**src/hw/rtl/ook48_pkg.sv**
```systemverilog
package ook48_pkg;

    // Field and state widths
    localparam int unsigned CharW  = 8;
    localparam int unsigned SymW   = 8;
    localparam int unsigned IdxW   = 7;
    localparam int unsigned PhaseW = 10;
    localparam int unsigned SlotW  = 4;
    localparam int unsigned AdvW   = 10;
    localparam int unsigned SumW   = 11;

    // Request kinds carried on tuser
    typedef enum logic {
        OP_TICK = 1'b0,
        OP_LOAD = 1'b1
    } t_opcode;

    // Timing constants
    localparam logic [AdvW-1:0]   AdvanceReset = 10'd225;
    localparam logic [PhaseW-1:0] SecondLast   = 10'd999;
    localparam logic [SumW-1:0]   SecondMs     = 11'd1000;
    localparam logic [SumW-1:0]   SlotMs       = 11'd111;
    localparam logic [SlotW-1:0]  LastSlot     = 4'd8;

    // Character index constants
    localparam logic [IdxW-1:0]  NullIndex  = 7'd69;
    localparam logic [IdxW-1:0]  CrLfIndex  = 7'd0;
    localparam logic [CharW-1:0] CharLf     = 8'd10;
    localparam logic [CharW-1:0] CharCr     = 8'd13;
    localparam logic [CharW-1:0] UpperFirst = 8'd32;
    localparam logic [CharW-1:0] UpperLast  = 8'd95;
    localparam logic [CharW-1:0] UpperBias  = 8'd31;
    localparam logic [CharW-1:0] LowerFirst = 8'd97;
    localparam logic [CharW-1:0] LowerLast  = 8'd122;
    localparam logic [CharW-1:0] LowerBias  = 8'd63;

    // All bytes with exactly four bits set, ascending
    localparam int unsigned SymCount = 70;
    localparam logic [SymW-1:0] SymTable [SymCount] = '{
        8'd15,  8'd23,  8'd27,  8'd29,  8'd30,  8'd39,  8'd43,  8'd45,  8'd46,  8'd51,
        8'd53,  8'd54,  8'd57,  8'd58,  8'd60,  8'd71,  8'd75,  8'd77,  8'd78,  8'd83,
        8'd85,  8'd86,  8'd89,  8'd90,  8'd92,  8'd99,  8'd101, 8'd102, 8'd105, 8'd106,
        8'd108, 8'd113, 8'd114, 8'd116, 8'd120, 8'd135, 8'd139, 8'd141, 8'd142, 8'd147,
        8'd149, 8'd150, 8'd153, 8'd154, 8'd156, 8'd163, 8'd165, 8'd166, 8'd169, 8'd170,
        8'd172, 8'd177, 8'd178, 8'd180, 8'd184, 8'd195, 8'd197, 8'd198, 8'd201, 8'd202,
        8'd204, 8'd209, 8'd210, 8'd212, 8'd216, 8'd225, 8'd226, 8'd228, 8'd232, 8'd240
    };

    // Step control from the input register to the keyer core
    typedef struct packed {
        logic    valid;
        t_opcode opcode;
    } t_step_ctl;

    // One result item
    typedef struct packed {
        logic             char_taken;
        logic [SlotW-1:0] slot_number;
        logic             slot_start;
        logic             key_on;
    } t_result;

endpackage

```
**src/hw/rtl/ook48_char_map.sv**
```systemverilog
module ook48_char_map (
    input  logic [ook48_pkg::CharW-1:0] i_char_code,
    output logic [ook48_pkg::SymW-1:0]  o_symbol
);

    logic [ook48_pkg::CharW-1:0] upper_off;
    logic [ook48_pkg::CharW-1:0] lower_off;
    logic [ook48_pkg::IdxW-1:0]  sym_idx;

    assign upper_off = i_char_code - ook48_pkg::UpperBias;
    assign lower_off = i_char_code - ook48_pkg::LowerBias;

    // Classify the character into a table index
    always_comb begin
        if (i_char_code == ook48_pkg::CharLf || i_char_code == ook48_pkg::CharCr) begin
            sym_idx = ook48_pkg::CrLfIndex;
        end else if (i_char_code >= ook48_pkg::UpperFirst &&
                     i_char_code <= ook48_pkg::UpperLast) begin
            sym_idx = upper_off[ook48_pkg::IdxW-1:0];
        end else if (i_char_code >= ook48_pkg::LowerFirst &&
                     i_char_code <= ook48_pkg::LowerLast) begin
            sym_idx = lower_off[ook48_pkg::IdxW-1:0];
        end else begin
            sym_idx = ook48_pkg::NullIndex;
        end
    end

    // Look up the 4-of-8 symbol
    assign o_symbol = ook48_pkg::SymTable[sym_idx];

endmodule

```
**src/hw/rtl/ook48_keyer_core.sv**
```systemverilog
module ook48_keyer_core (
    input  logic                       i_clk,
    input  logic                       i_rst_n,
    input  logic                       i_cfg_wr_en,
    input  logic [ook48_pkg::AdvW-1:0] i_cfg_wr_data,
    input  ook48_pkg::t_step_ctl       i_step,
    input  logic [ook48_pkg::SymW-1:0] i_symbol,
    output ook48_pkg::t_result         o_result
);

    logic [ook48_pkg::AdvW-1:0]   r_advance;
    logic [ook48_pkg::PhaseW-1:0] r_phase,   n_phase;
    logic                         r_sending, n_sending;
    logic [ook48_pkg::SlotW-1:0]  r_slot,    n_slot;
    logic [ook48_pkg::PhaseW-1:0] r_elapsed, n_elapsed;
    logic [ook48_pkg::SymW-1:0]   r_shift,   n_shift;
    logic                         r_pend_valid, n_pend_valid;
    logic [ook48_pkg::SymW-1:0]   r_pend_sym,   n_pend_sym;
    logic                         r_key,     n_key;
    logic                         started;
    logic                         taken;

    logic [ook48_pkg::PhaseW-1:0] phase_inc;
    logic [ook48_pkg::PhaseW-1:0] elapsed_inc;
    logic [ook48_pkg::AdvW-1:0]   adv_mod;
    logic [ook48_pkg::SumW-1:0]   bound_sum;
    logic                         at_boundary;
    logic [ook48_pkg::SumW-1:0]   slot_end;
    logic [ook48_pkg::SlotW-1:0]  slot_inc;

    // Phase, advance and slot timing terms
    assign phase_inc   = (r_phase == ook48_pkg::SecondLast) ? '0 : r_phase + 1'b1;
    assign elapsed_inc = r_elapsed + 1'b1;
    assign adv_mod     = ({1'b0, r_advance} >= ook48_pkg::SecondMs)
                         ? ook48_pkg::AdvW'({1'b0, r_advance} - ook48_pkg::SecondMs)
                         : r_advance;
    assign bound_sum   = {1'b0, phase_inc} + {1'b0, adv_mod};
    assign at_boundary = (bound_sum == '0) || (bound_sum == ook48_pkg::SecondMs);
    assign slot_inc    = r_slot + 1'b1;
    assign slot_end    = ook48_pkg::SlotMs *
                         ({{(ook48_pkg::SumW-ook48_pkg::SlotW){1'b0}}, r_slot} + 1'b1);

    // Next state for one request
    always_comb begin
        n_phase      = r_phase;
        n_sending    = r_sending;
        n_slot       = r_slot;
        n_elapsed    = r_elapsed;
        n_shift      = r_shift;
        n_pend_valid = r_pend_valid;
        n_pend_sym   = r_pend_sym;
        n_key        = r_key;
        started      = 1'b0;
        taken        = 1'b0;
        case (i_step.opcode)
            ook48_pkg::OP_LOAD: begin
                n_pend_sym   = i_symbol;
                n_pend_valid = 1'b1;
            end
            ook48_pkg::OP_TICK: begin
                n_phase = phase_inc;
                if (r_sending) begin
                    n_elapsed = elapsed_inc;
                    if ({1'b0, elapsed_inc} == slot_end) begin
                        n_slot  = slot_inc;
                        started = 1'b1;
                        if (slot_inc < ook48_pkg::LastSlot) begin
                            n_key   = r_shift[ook48_pkg::SymW-1];
                            n_shift = {r_shift[ook48_pkg::SymW-2:0], 1'b0};
                        end else begin
                            n_key     = 1'b0;
                            n_sending = 1'b0;
                        end
                    end
                end else if (at_boundary && r_pend_valid) begin
                    n_pend_valid = 1'b0;
                    n_sending    = 1'b1;
                    n_elapsed    = '0;
                    n_slot       = '0;
                    n_key        = r_pend_sym[ook48_pkg::SymW-1];
                    n_shift      = {r_pend_sym[ook48_pkg::SymW-2:0], 1'b0};
                    started      = 1'b1;
                    taken        = 1'b1;
                end
            end
            default: begin
                n_phase = r_phase;
            end
        endcase
    end

    // Hold configuration and keyer state
    always_ff @(posedge i_clk) begin
        if (!i_rst_n) begin
            r_advance    <= ook48_pkg::AdvanceReset;
            r_phase      <= '0;
            r_sending    <= 1'b0;
            r_slot       <= '0;
            r_elapsed    <= '0;
            r_shift      <= '0;
            r_pend_valid <= 1'b0;
            r_pend_sym   <= '0;
            r_key        <= 1'b0;
        end else begin
            if (i_cfg_wr_en) begin
                r_advance <= i_cfg_wr_data;
            end
            if (i_step.valid) begin
                r_phase      <= n_phase;
                r_sending    <= n_sending;
                r_slot       <= n_slot;
                r_elapsed    <= n_elapsed;
                r_shift      <= n_shift;
                r_pend_valid <= n_pend_valid;
                r_pend_sym   <= n_pend_sym;
                r_key        <= n_key;
            end
        end
    end

    // Result of this request
    assign o_result.key_on      = n_key;
    assign o_result.slot_start  = started;
    assign o_result.slot_number = n_slot;
    assign o_result.char_taken  = taken;

    a_slot_in_range: assert property (@(posedge i_clk) disable iff (!i_rst_n)
        r_sending |-> (r_slot < ook48_pkg::LastSlot))
        else $error("slot counter past last data slot while sending");

    a_key_off_idle: assert property (@(posedge i_clk) disable iff (!i_rst_n)
        !r_sending |-> !r_key)
        else $error("key on while not sending");

    a_take_starts_slot: assert property (@(posedge i_clk) disable iff (!i_rst_n)
        (i_step.valid && taken) |-> (started && n_slot == '0))
        else $error("symbol taken without starting slot zero");

    a_take_clears_pending: assert property (@(posedge i_clk) disable iff (!i_rst_n)
        (i_step.valid && taken) |=> (!r_pend_valid && r_sending))
        else $error("pending symbol not consumed on take");

    a_send_needs_pending: assert property (@(posedge i_clk) disable iff (!i_rst_n)
        $rose(r_sending) |-> $past(r_pend_valid))
        else $error("sending began with nothing pending");

endmodule

```
**src/hw/rtl/ook_four_of_eight_keyer.sv**
```systemverilog
// Channel   Dir  Bus             Contents
// request   in   s_axis_*        tdata = char_code, tuser = opcode (0 tick, 1 load)
// result    out  m_axis_*        tdata = key_on, slot_start, slot_number, char_taken
// config    in   i_cfg_wr_*      time_advance_ms, written when i_cfg_wr_en is high
//
// One request per cycle sustained while m_axis_tready stays high; a result reaches
// m_axis after its request passes the input register and then the result register,
// which is loaded from the keyer update.
// Reset is synchronous on i_rst_n low: advance returns to 225 ms, key off,
// nothing pending. A stalled m_axis_tready holds the result register and the
// input register; s_axis_tready drops only when both are full and m_axis_tready
// is low.
module ook_four_of_eight_keyer (
    input  logic                          i_clk,
    input  logic                          i_rst_n,
    input  logic                          s_axis_tvalid,
    output logic                          s_axis_tready,
    input  logic [7:0]                    s_axis_tdata,   // [7:0] char_code
    input  logic                          s_axis_tuser,   // [0] opcode
    output logic                          m_axis_tvalid,
    input  logic                          m_axis_tready,
    // [0] key_on, [1] slot_start, [5:2] slot_number, [6] char_taken, [7] zero
    output logic [7:0]                    m_axis_tdata,
    input  logic                          i_cfg_wr_en,
    input  logic [ook48_pkg::AdvW-1:0]    i_cfg_wr_data
);

    logic                         r_in_valid;
    ook48_pkg::t_opcode           r_in_op;
    logic [ook48_pkg::CharW-1:0]  r_in_char;
    logic                         r_out_valid;
    ook48_pkg::t_result           r_out;
    logic                         advance;
    logic [ook48_pkg::SymW-1:0]   symbol;
    ook48_pkg::t_step_ctl         step;
    ook48_pkg::t_result           result;

    // Move when the result register is free or being drained
    assign advance       = !r_out_valid || m_axis_tready;
    assign s_axis_tready = !r_in_valid || advance;

    // Capture the incoming request
    always_ff @(posedge i_clk) begin
        if (!i_rst_n) begin
            r_in_valid <= 1'b0;
        end else if (s_axis_tready) begin
            r_in_valid <= s_axis_tvalid;
        end
    end

    always_ff @(posedge i_clk) begin
        if (s_axis_tready && s_axis_tvalid) begin
            r_in_op   <= ook48_pkg::t_opcode'(s_axis_tuser);
            r_in_char <= s_axis_tdata;
        end
    end

    ook48_char_map u_char_map (
        .i_char_code (r_in_char),
        .o_symbol    (symbol)
    );

    assign step.valid  = r_in_valid && advance;
    assign step.opcode = r_in_op;

    ook48_keyer_core u_core (
        .i_clk         (i_clk),
        .i_rst_n       (i_rst_n),
        .i_cfg_wr_en   (i_cfg_wr_en),
        .i_cfg_wr_data (i_cfg_wr_data),
        .i_step        (step),
        .i_symbol      (symbol),
        .o_result      (result)
    );

    // Load the result register
    always_ff @(posedge i_clk) begin
        if (!i_rst_n) begin
            r_out_valid <= 1'b0;
        end else if (advance) begin
            r_out_valid <= r_in_valid;
        end
    end

    always_ff @(posedge i_clk) begin
        if (step.valid) begin
            r_out <= result;
        end
    end

    assign m_axis_tvalid = r_out_valid;
    assign m_axis_tdata  = {1'b0, r_out.char_taken, r_out.slot_number,
                            r_out.slot_start, r_out.key_on};

endmodule

```
**config.mk**
```make
export PLATFORM = sky130hd
export DESIGN_NAME = ook_four_of_eight_keyer
export DESIGN_NICKNAME = d
export VERILOG_FILES = /design/src/hw/rtl/ook48_pkg.sv /design/src/hw/rtl/ook48_char_map.sv /design/src/hw/rtl/ook48_keyer_core.sv /design/src/hw/rtl/ook_four_of_eight_keyer.sv
export SDC_FILE = /design/constraint.sdc
export NUM_CORES = 1
export LEC_CHECK = 0
export ABC_CLOCK_PERIOD_IN_PS = 5200
export BUFFER_PORTS_ARGS = -buffer_cell sky130_fd_sc_hd__buf_2
export CAP_MARGIN = 25
export CORE_MARGIN = 5
export CORE_UTILIZATION = 55
export CTS_CLUSTER_SIZE = 10
export DETAILED_ROUTE_END_ITERATION = 7
export GPL_TIMING_DRIVEN = 0
export PLACE_DENSITY = 0.82
export SYNTH_ARGS = -nofsm -noshare
export SYNTH_HDL_FRONTEND = slang
export SYNTH_SLANG_ARGS = --single-unit
```
**constraint.sdc**
```tcl
create_clock -name i_clk -period 5.2 [get_ports i_clk]
set_clock_uncertainty 0.15 [all_clocks]
set_input_delay 0.52 -clock i_clk [delete_from_list [all_inputs] [get_ports i_clk]]
set_output_delay 0.52 -clock i_clk [all_outputs]
set_load 0.005 [all_outputs]
```
==> reports/results.txt <==
Entering global routing, the biggest net connects 14 pins. Summing the sequential cell areas from Yosys gives 26.35% of the chip area. The run gives 0.35 ns as the clock latency at the later pin of the worst-skew pair. The worst hold path belongs to the class in2reg.

Net switching is 30.05% of the power. The floorplan core area was 10420 um^2. In this run, CTS created clock tree buffers numbering 9.

The die span in y works out to 113.8 um. For the number of nets in the layout, the log shows 837. The cell with the most instances after synthesis is sky130_fd_sc_hd__nand2_1. After detailed routing, the number of remaining DRC violations is 0. The tools report the number of global-route vias before repair as 5328. The logs give 0 ns for the setup TNS after final layout and 34 for the total I/O pin count.

The peak fanout along the critical path is 9. Start point of the critical path: u_core.r_slot[0]$_SDFFE_PN0P_. Sorting the synthesized cells by how often they occur yields sky130_fd_sc_hd__nand2_1, sky130_fd_sc_hd__nor2_1, sky130_fd_sc_hd__dfxtp_1.

The top cell type by area accounts for 18.24% of the synthesized area. For the pin with the worst max-slew slack, the measured transition is 1.028 ns. The tools report the category of the worst setup path capture point as a register.

The setup path with the least slack is of type reg2reg. The clock slew at the register clock pins of the worst setup and hold paths came out at 0.08 ns. The global-route wire length before repair came out at 24780 um.

Per report_power, the clock group accounts for 35.6% of the total. Setup slack closes at 0.2475 ns. The post-detailed-placement half-perimeter wirelength was 11190 um; the achievable clock frequency was 201.9 MHz. The logs give 0 for the max-slew violation total from the final report and 0 for the final count of hold timing violations.

The proportion of synthesized flip-flops having asynchronous set or reset was 0%; the remaining global-route overflow was 0. Before antenna repair, the detailed router went through 5 iterations. The startpoint identified for the worst register-to-register timing path is u_core.r_slot[0]$_SDFFE_PN0P_. The detailed router finished its first iteration with 470 violations.

The post-route netlist has 13.83% of its cells at a drive strength greater than 1. For the initial core utilization, the log shows 56.89%. In this run the register-to-register setup slack is 0.25 ns.

The die covers 12950 um^2. The worst setup path is launched from a register. The detail route stage leaves a number of antenna-violating nets equal to 0. The flow ran to the end, and the final reports show no timing, DRC or antenna violations.

For this design the static power due to leakage is 2.715 nW. Yosys attributes the largest share of cell area to sky130_fd_sc_hd__dfxtp_1, sky130_fd_sc_hd__ha_1, sky130_fd_sc_hd__edfxtp_1, sky130_fd_sc_hd__nand2_1, sky130_fd_sc_hd__xnor2_1. Register bit count reported by yosys: 70. The total number of placement rows was 37. Setup violations remaining at the end of the flow were counted as 0. Initial antenna violation count: 0. The run gives 46.5% as the share of power burned in registers. Setup repair after global routing left no endpoint under its margin. VDD sags by at most 242.2 uV. Summed over all layers, the routed wires come to 14850 um. Counting distinct cell types in the post-synthesis netlist gives 84. The share of total power dissipated in combinational logic is 17.9%. At the worst endpoint, the required time is 5.15 ns.

In this run the deepest clock path goes through 2 buffers. The smallest hold slack was 0.1845 ns; the number of filler instances in the final layout was 871. Power spread over the standard cell area amounts to 190.6 nW/um^2. The run gives 5570 as the number of vias in the routed layout. The number of vias per cell after detailed routing was 6.223. The cell area after synthesis is 5926 um^2, and the wire length per cell is 16.59 um. Cell-internal power: 0.0008727 W. The startpoint of the tightest hold check path is s_axis_tdata[2]. Timing analysis after detailed placement gives a worst setup slack of -0.2699 ns. Counting every net in the synthesized netlist gives 792. In this run, synthesis inferred 16 flip-flops with an integrated enable. The floorplan step set the die width to 113.8 um. The tools report the clock root buffer as sky130_fd_sc_hd__clkbuf_8. Across the run, the number of max-cap violations was 0. The minimum period implied by the final worst setup slack is 4.953 ns. The largest total area in the synthesized netlist belongs to sky130_fd_sc_hd__dfxtp_1. For the net switching power figure, the log shows 0.0003750 W. The post-synthesis area per instance came out at 8.358 um^2.

The sink count of the clock tree is 70, and the global placer's final weighted congestion is 0.9164. Input and output buffers added on the ports amount to 30. The cell area after layout came out at 6546 um^2. The number of antenna cells inserted came out at 0.

The area of placed instances came out at 6246 um^2. The data arrival time of the worst path came out at 4.91 ns. Number of instances in the synthesized netlist: 709.

The level count of the clock H-tree was 3; the synthesis-to-layout area growth was 10.47%. Global routing used 23.16% of the available tracks across all layers. TritonCTS built the clock tree. The warning count from the yosys run is 0, and the remaining max-slew budget at the tightest pin is 30.84%. In the synthesized netlist the dominant register cell turns out to be sky130_fd_sc_hd__dfxtp_1.

After layout, the worst path uses 95.24% of the clock period.
per-stage QoR:
step	cells	util (%)	power, W
5_1_grt	895	62.85	0.001306
3_5_place_dp	875	59.96	0.0008094
2_1_floorplan	709	-	0.0007478
4_1_cts	891	62.13	0.001251
3_3_place_gp	875	59.96	0.0008046
6_report	895	62.85	0.001248
kinds of logic after synthesis:
group | after synthesis | synth area share, %
adder cells (fa/ha/maj) | 60 | 13.77
buffers and inverters | 67 | 4.730
XOR/XNOR | 48 | 7.221
AO/OA/AOI/OAI | 185 | 21.54
AND/OR/NAND/NOR | 250 | 21.45
other | 1 | 0.06328
flip-flops | 70 | 26.35
multiplexers | 28 | 4.878
cells in the final DEF, fill, tap and decap left out, types with 4 or more instances in the layout:
cell and instances:
sky130_fd_sc_hd__nand2_1 70, sky130_fd_sc_hd__nor2_1 55, sky130_fd_sc_hd__dfxtp_1 51, sky130_fd_sc_hd__ha_1 48, sky130_fd_sc_hd__a21oi_1 42, sky130_fd_sc_hd__o21ai_0 38
sky130_fd_sc_hd__buf_2 38, sky130_fd_sc_hd__nand3_1 32, sky130_fd_sc_hd__inv_1 28, sky130_fd_sc_hd__clkbuf_1 25, sky130_fd_sc_hd__xnor2_1 24, sky130_fd_sc_hd__mux2i_1 21
sky130_fd_sc_hd__xor2_1 20, sky130_fd_sc_hd__nor3_1 16, sky130_fd_sc_hd__edfxtp_1 16, sky130_fd_sc_hd__nand4_1 14, sky130_fd_sc_hd__nor2b_1 13, sky130_fd_sc_hd__a21o_1 13
sky130_fd_sc_hd__and3_1 9, sky130_fd_sc_hd__a31oi_1 9, sky130_fd_sc_hd__clkbuf_8 9, sky130_fd_sc_hd__o211ai_1 8, sky130_fd_sc_hd__a211oi_1 8, sky130_fd_sc_hd__fa_1 8
sky130_fd_sc_hd__buf_4 7, sky130_fd_sc_hd__mux2_2 7, sky130_fd_sc_hd__a32oi_1 7, sky130_fd_sc_hd__o21ai_1 5, sky130_fd_sc_hd__nor4_1 5, sky130_fd_sc_hd__and2_1 5
sky130_fd_sc_hd__nand2b_1 4, sky130_fd_sc_hd__a221oi_1 4
registers in the layout, summed over array words and instances, names as in the netlist:
name / cells
u_core.r_advance: 10
u_core.r_elapsed: 10
u_core.r_phase: 10
r_in_char: 8
u_core.r_pend_sym: 8
m_axis_tdata: 7
u_core.r_shift: 7
u_core.r_slot: 4
m_axis_tvalid: 1
r_in_op: 1
r_in_valid: 1
u_core.r_key: 1
u_core.r_pend_valid: 1
u_core.r_sending: 1
repair_timing:
item | 4_1_cts | 5_1_grt
pin swaps | 0 | 3
hold buffers | 0 | 0
endpoints found under the setup margin | 17 | 18
cloned | 0 | 0
setup buffers | 0 | 4
gates resized for setup | 4 | 10
hold endpoints to repair | 0 | 0
final cells by class:
type / count / area, um^2 / share of cell area [%]
Tap cell: 136 / 170.2 / 2.599
Buffer: 39 / 175.2 / 2.676
Timing Repair Buffer: 34 / 180.2 / 2.752
Clock buffer: 9 / 123.9 / 1.892
Clock inverter: 7 / 72.57 / 1.109
Multi-Input combinational cell: 572 / 4151 / 63.42
Inverter: 28 / 105.1 / 1.606
Sequential cell: 70 / 1568 / 23.95
power by group through the flow:
stage	logic (W)	registers [W]	clock network, W
6_report	0.000223	0.000580	0.000444
5_1_grt	0.000245	0.000583	0.000478
4_1_cts	0.000217	0.000581	0.000453
3_5_place_dp	0.000216	0.000593	0
3_3_place_gp	0.000212	0.000593	0
2_1_floorplan	0.000157	0.000591	0
routing by layer:
layer | GRT usage, % | part of all wire, % | vias up | routed length [um]
li1 | - | - | 2690 | -
met1 | 30.71 | 43 | 2605 | 6446
met2 | 37.77 | 47 | 237 | 6935
met3 | 4.828 | 7.6 | 38 | 1129
met4 | 7.601 | 2.2 | 0 | 334
met5 | 0 | 0 | - | 0
worst max-delay path, cell delays in order, from the launching register on:
cell	delay (ns)
sky130_fd_sc_hd__dfxtp_2	0.45
sky130_fd_sc_hd__ha_4	0.21
sky130_fd_sc_hd__xor2_2	0.24
sky130_fd_sc_hd__inv_1	0.13
sky130_fd_sc_hd__fa_2	0.61
sky130_fd_sc_hd__inv_1	0.05
sky130_fd_sc_hd__ha_1	0.31
sky130_fd_sc_hd__fa_1	0.49
sky130_fd_sc_hd__ha_1	0.36
sky130_fd_sc_hd__a21oi_1	0.14
sky130_fd_sc_hd__o21ai_1	0.09
sky130_fd_sc_hd__o211ai_1	0.22
sky130_fd_sc_hd__and3_1	0.20
sky130_fd_sc_hd__o211ai_2	0.12
sky130_fd_sc_hd__or4_4	0.55
sky130_fd_sc_hd__buf_6	0.15
sky130_fd_sc_hd__mux2i_1	0.14
sky130_fd_sc_hd__mux2i_1	0.08
final timing paths:
check / depth (start not counted) / endpoint
setup / recovery: 17 / m_axis_tdata[4]$_DFFE_PP_
hold / removal: 1 / r_in_char[2]$_DFFE_PP_
setup reg to reg: 17 / m_axis_tdata[4]$_DFFE_PP_
hold reg to reg: 2 / u_core.r_key$_SDFFE_PN0P_
No activity file was read; power rests on OpenSTA's default activity.
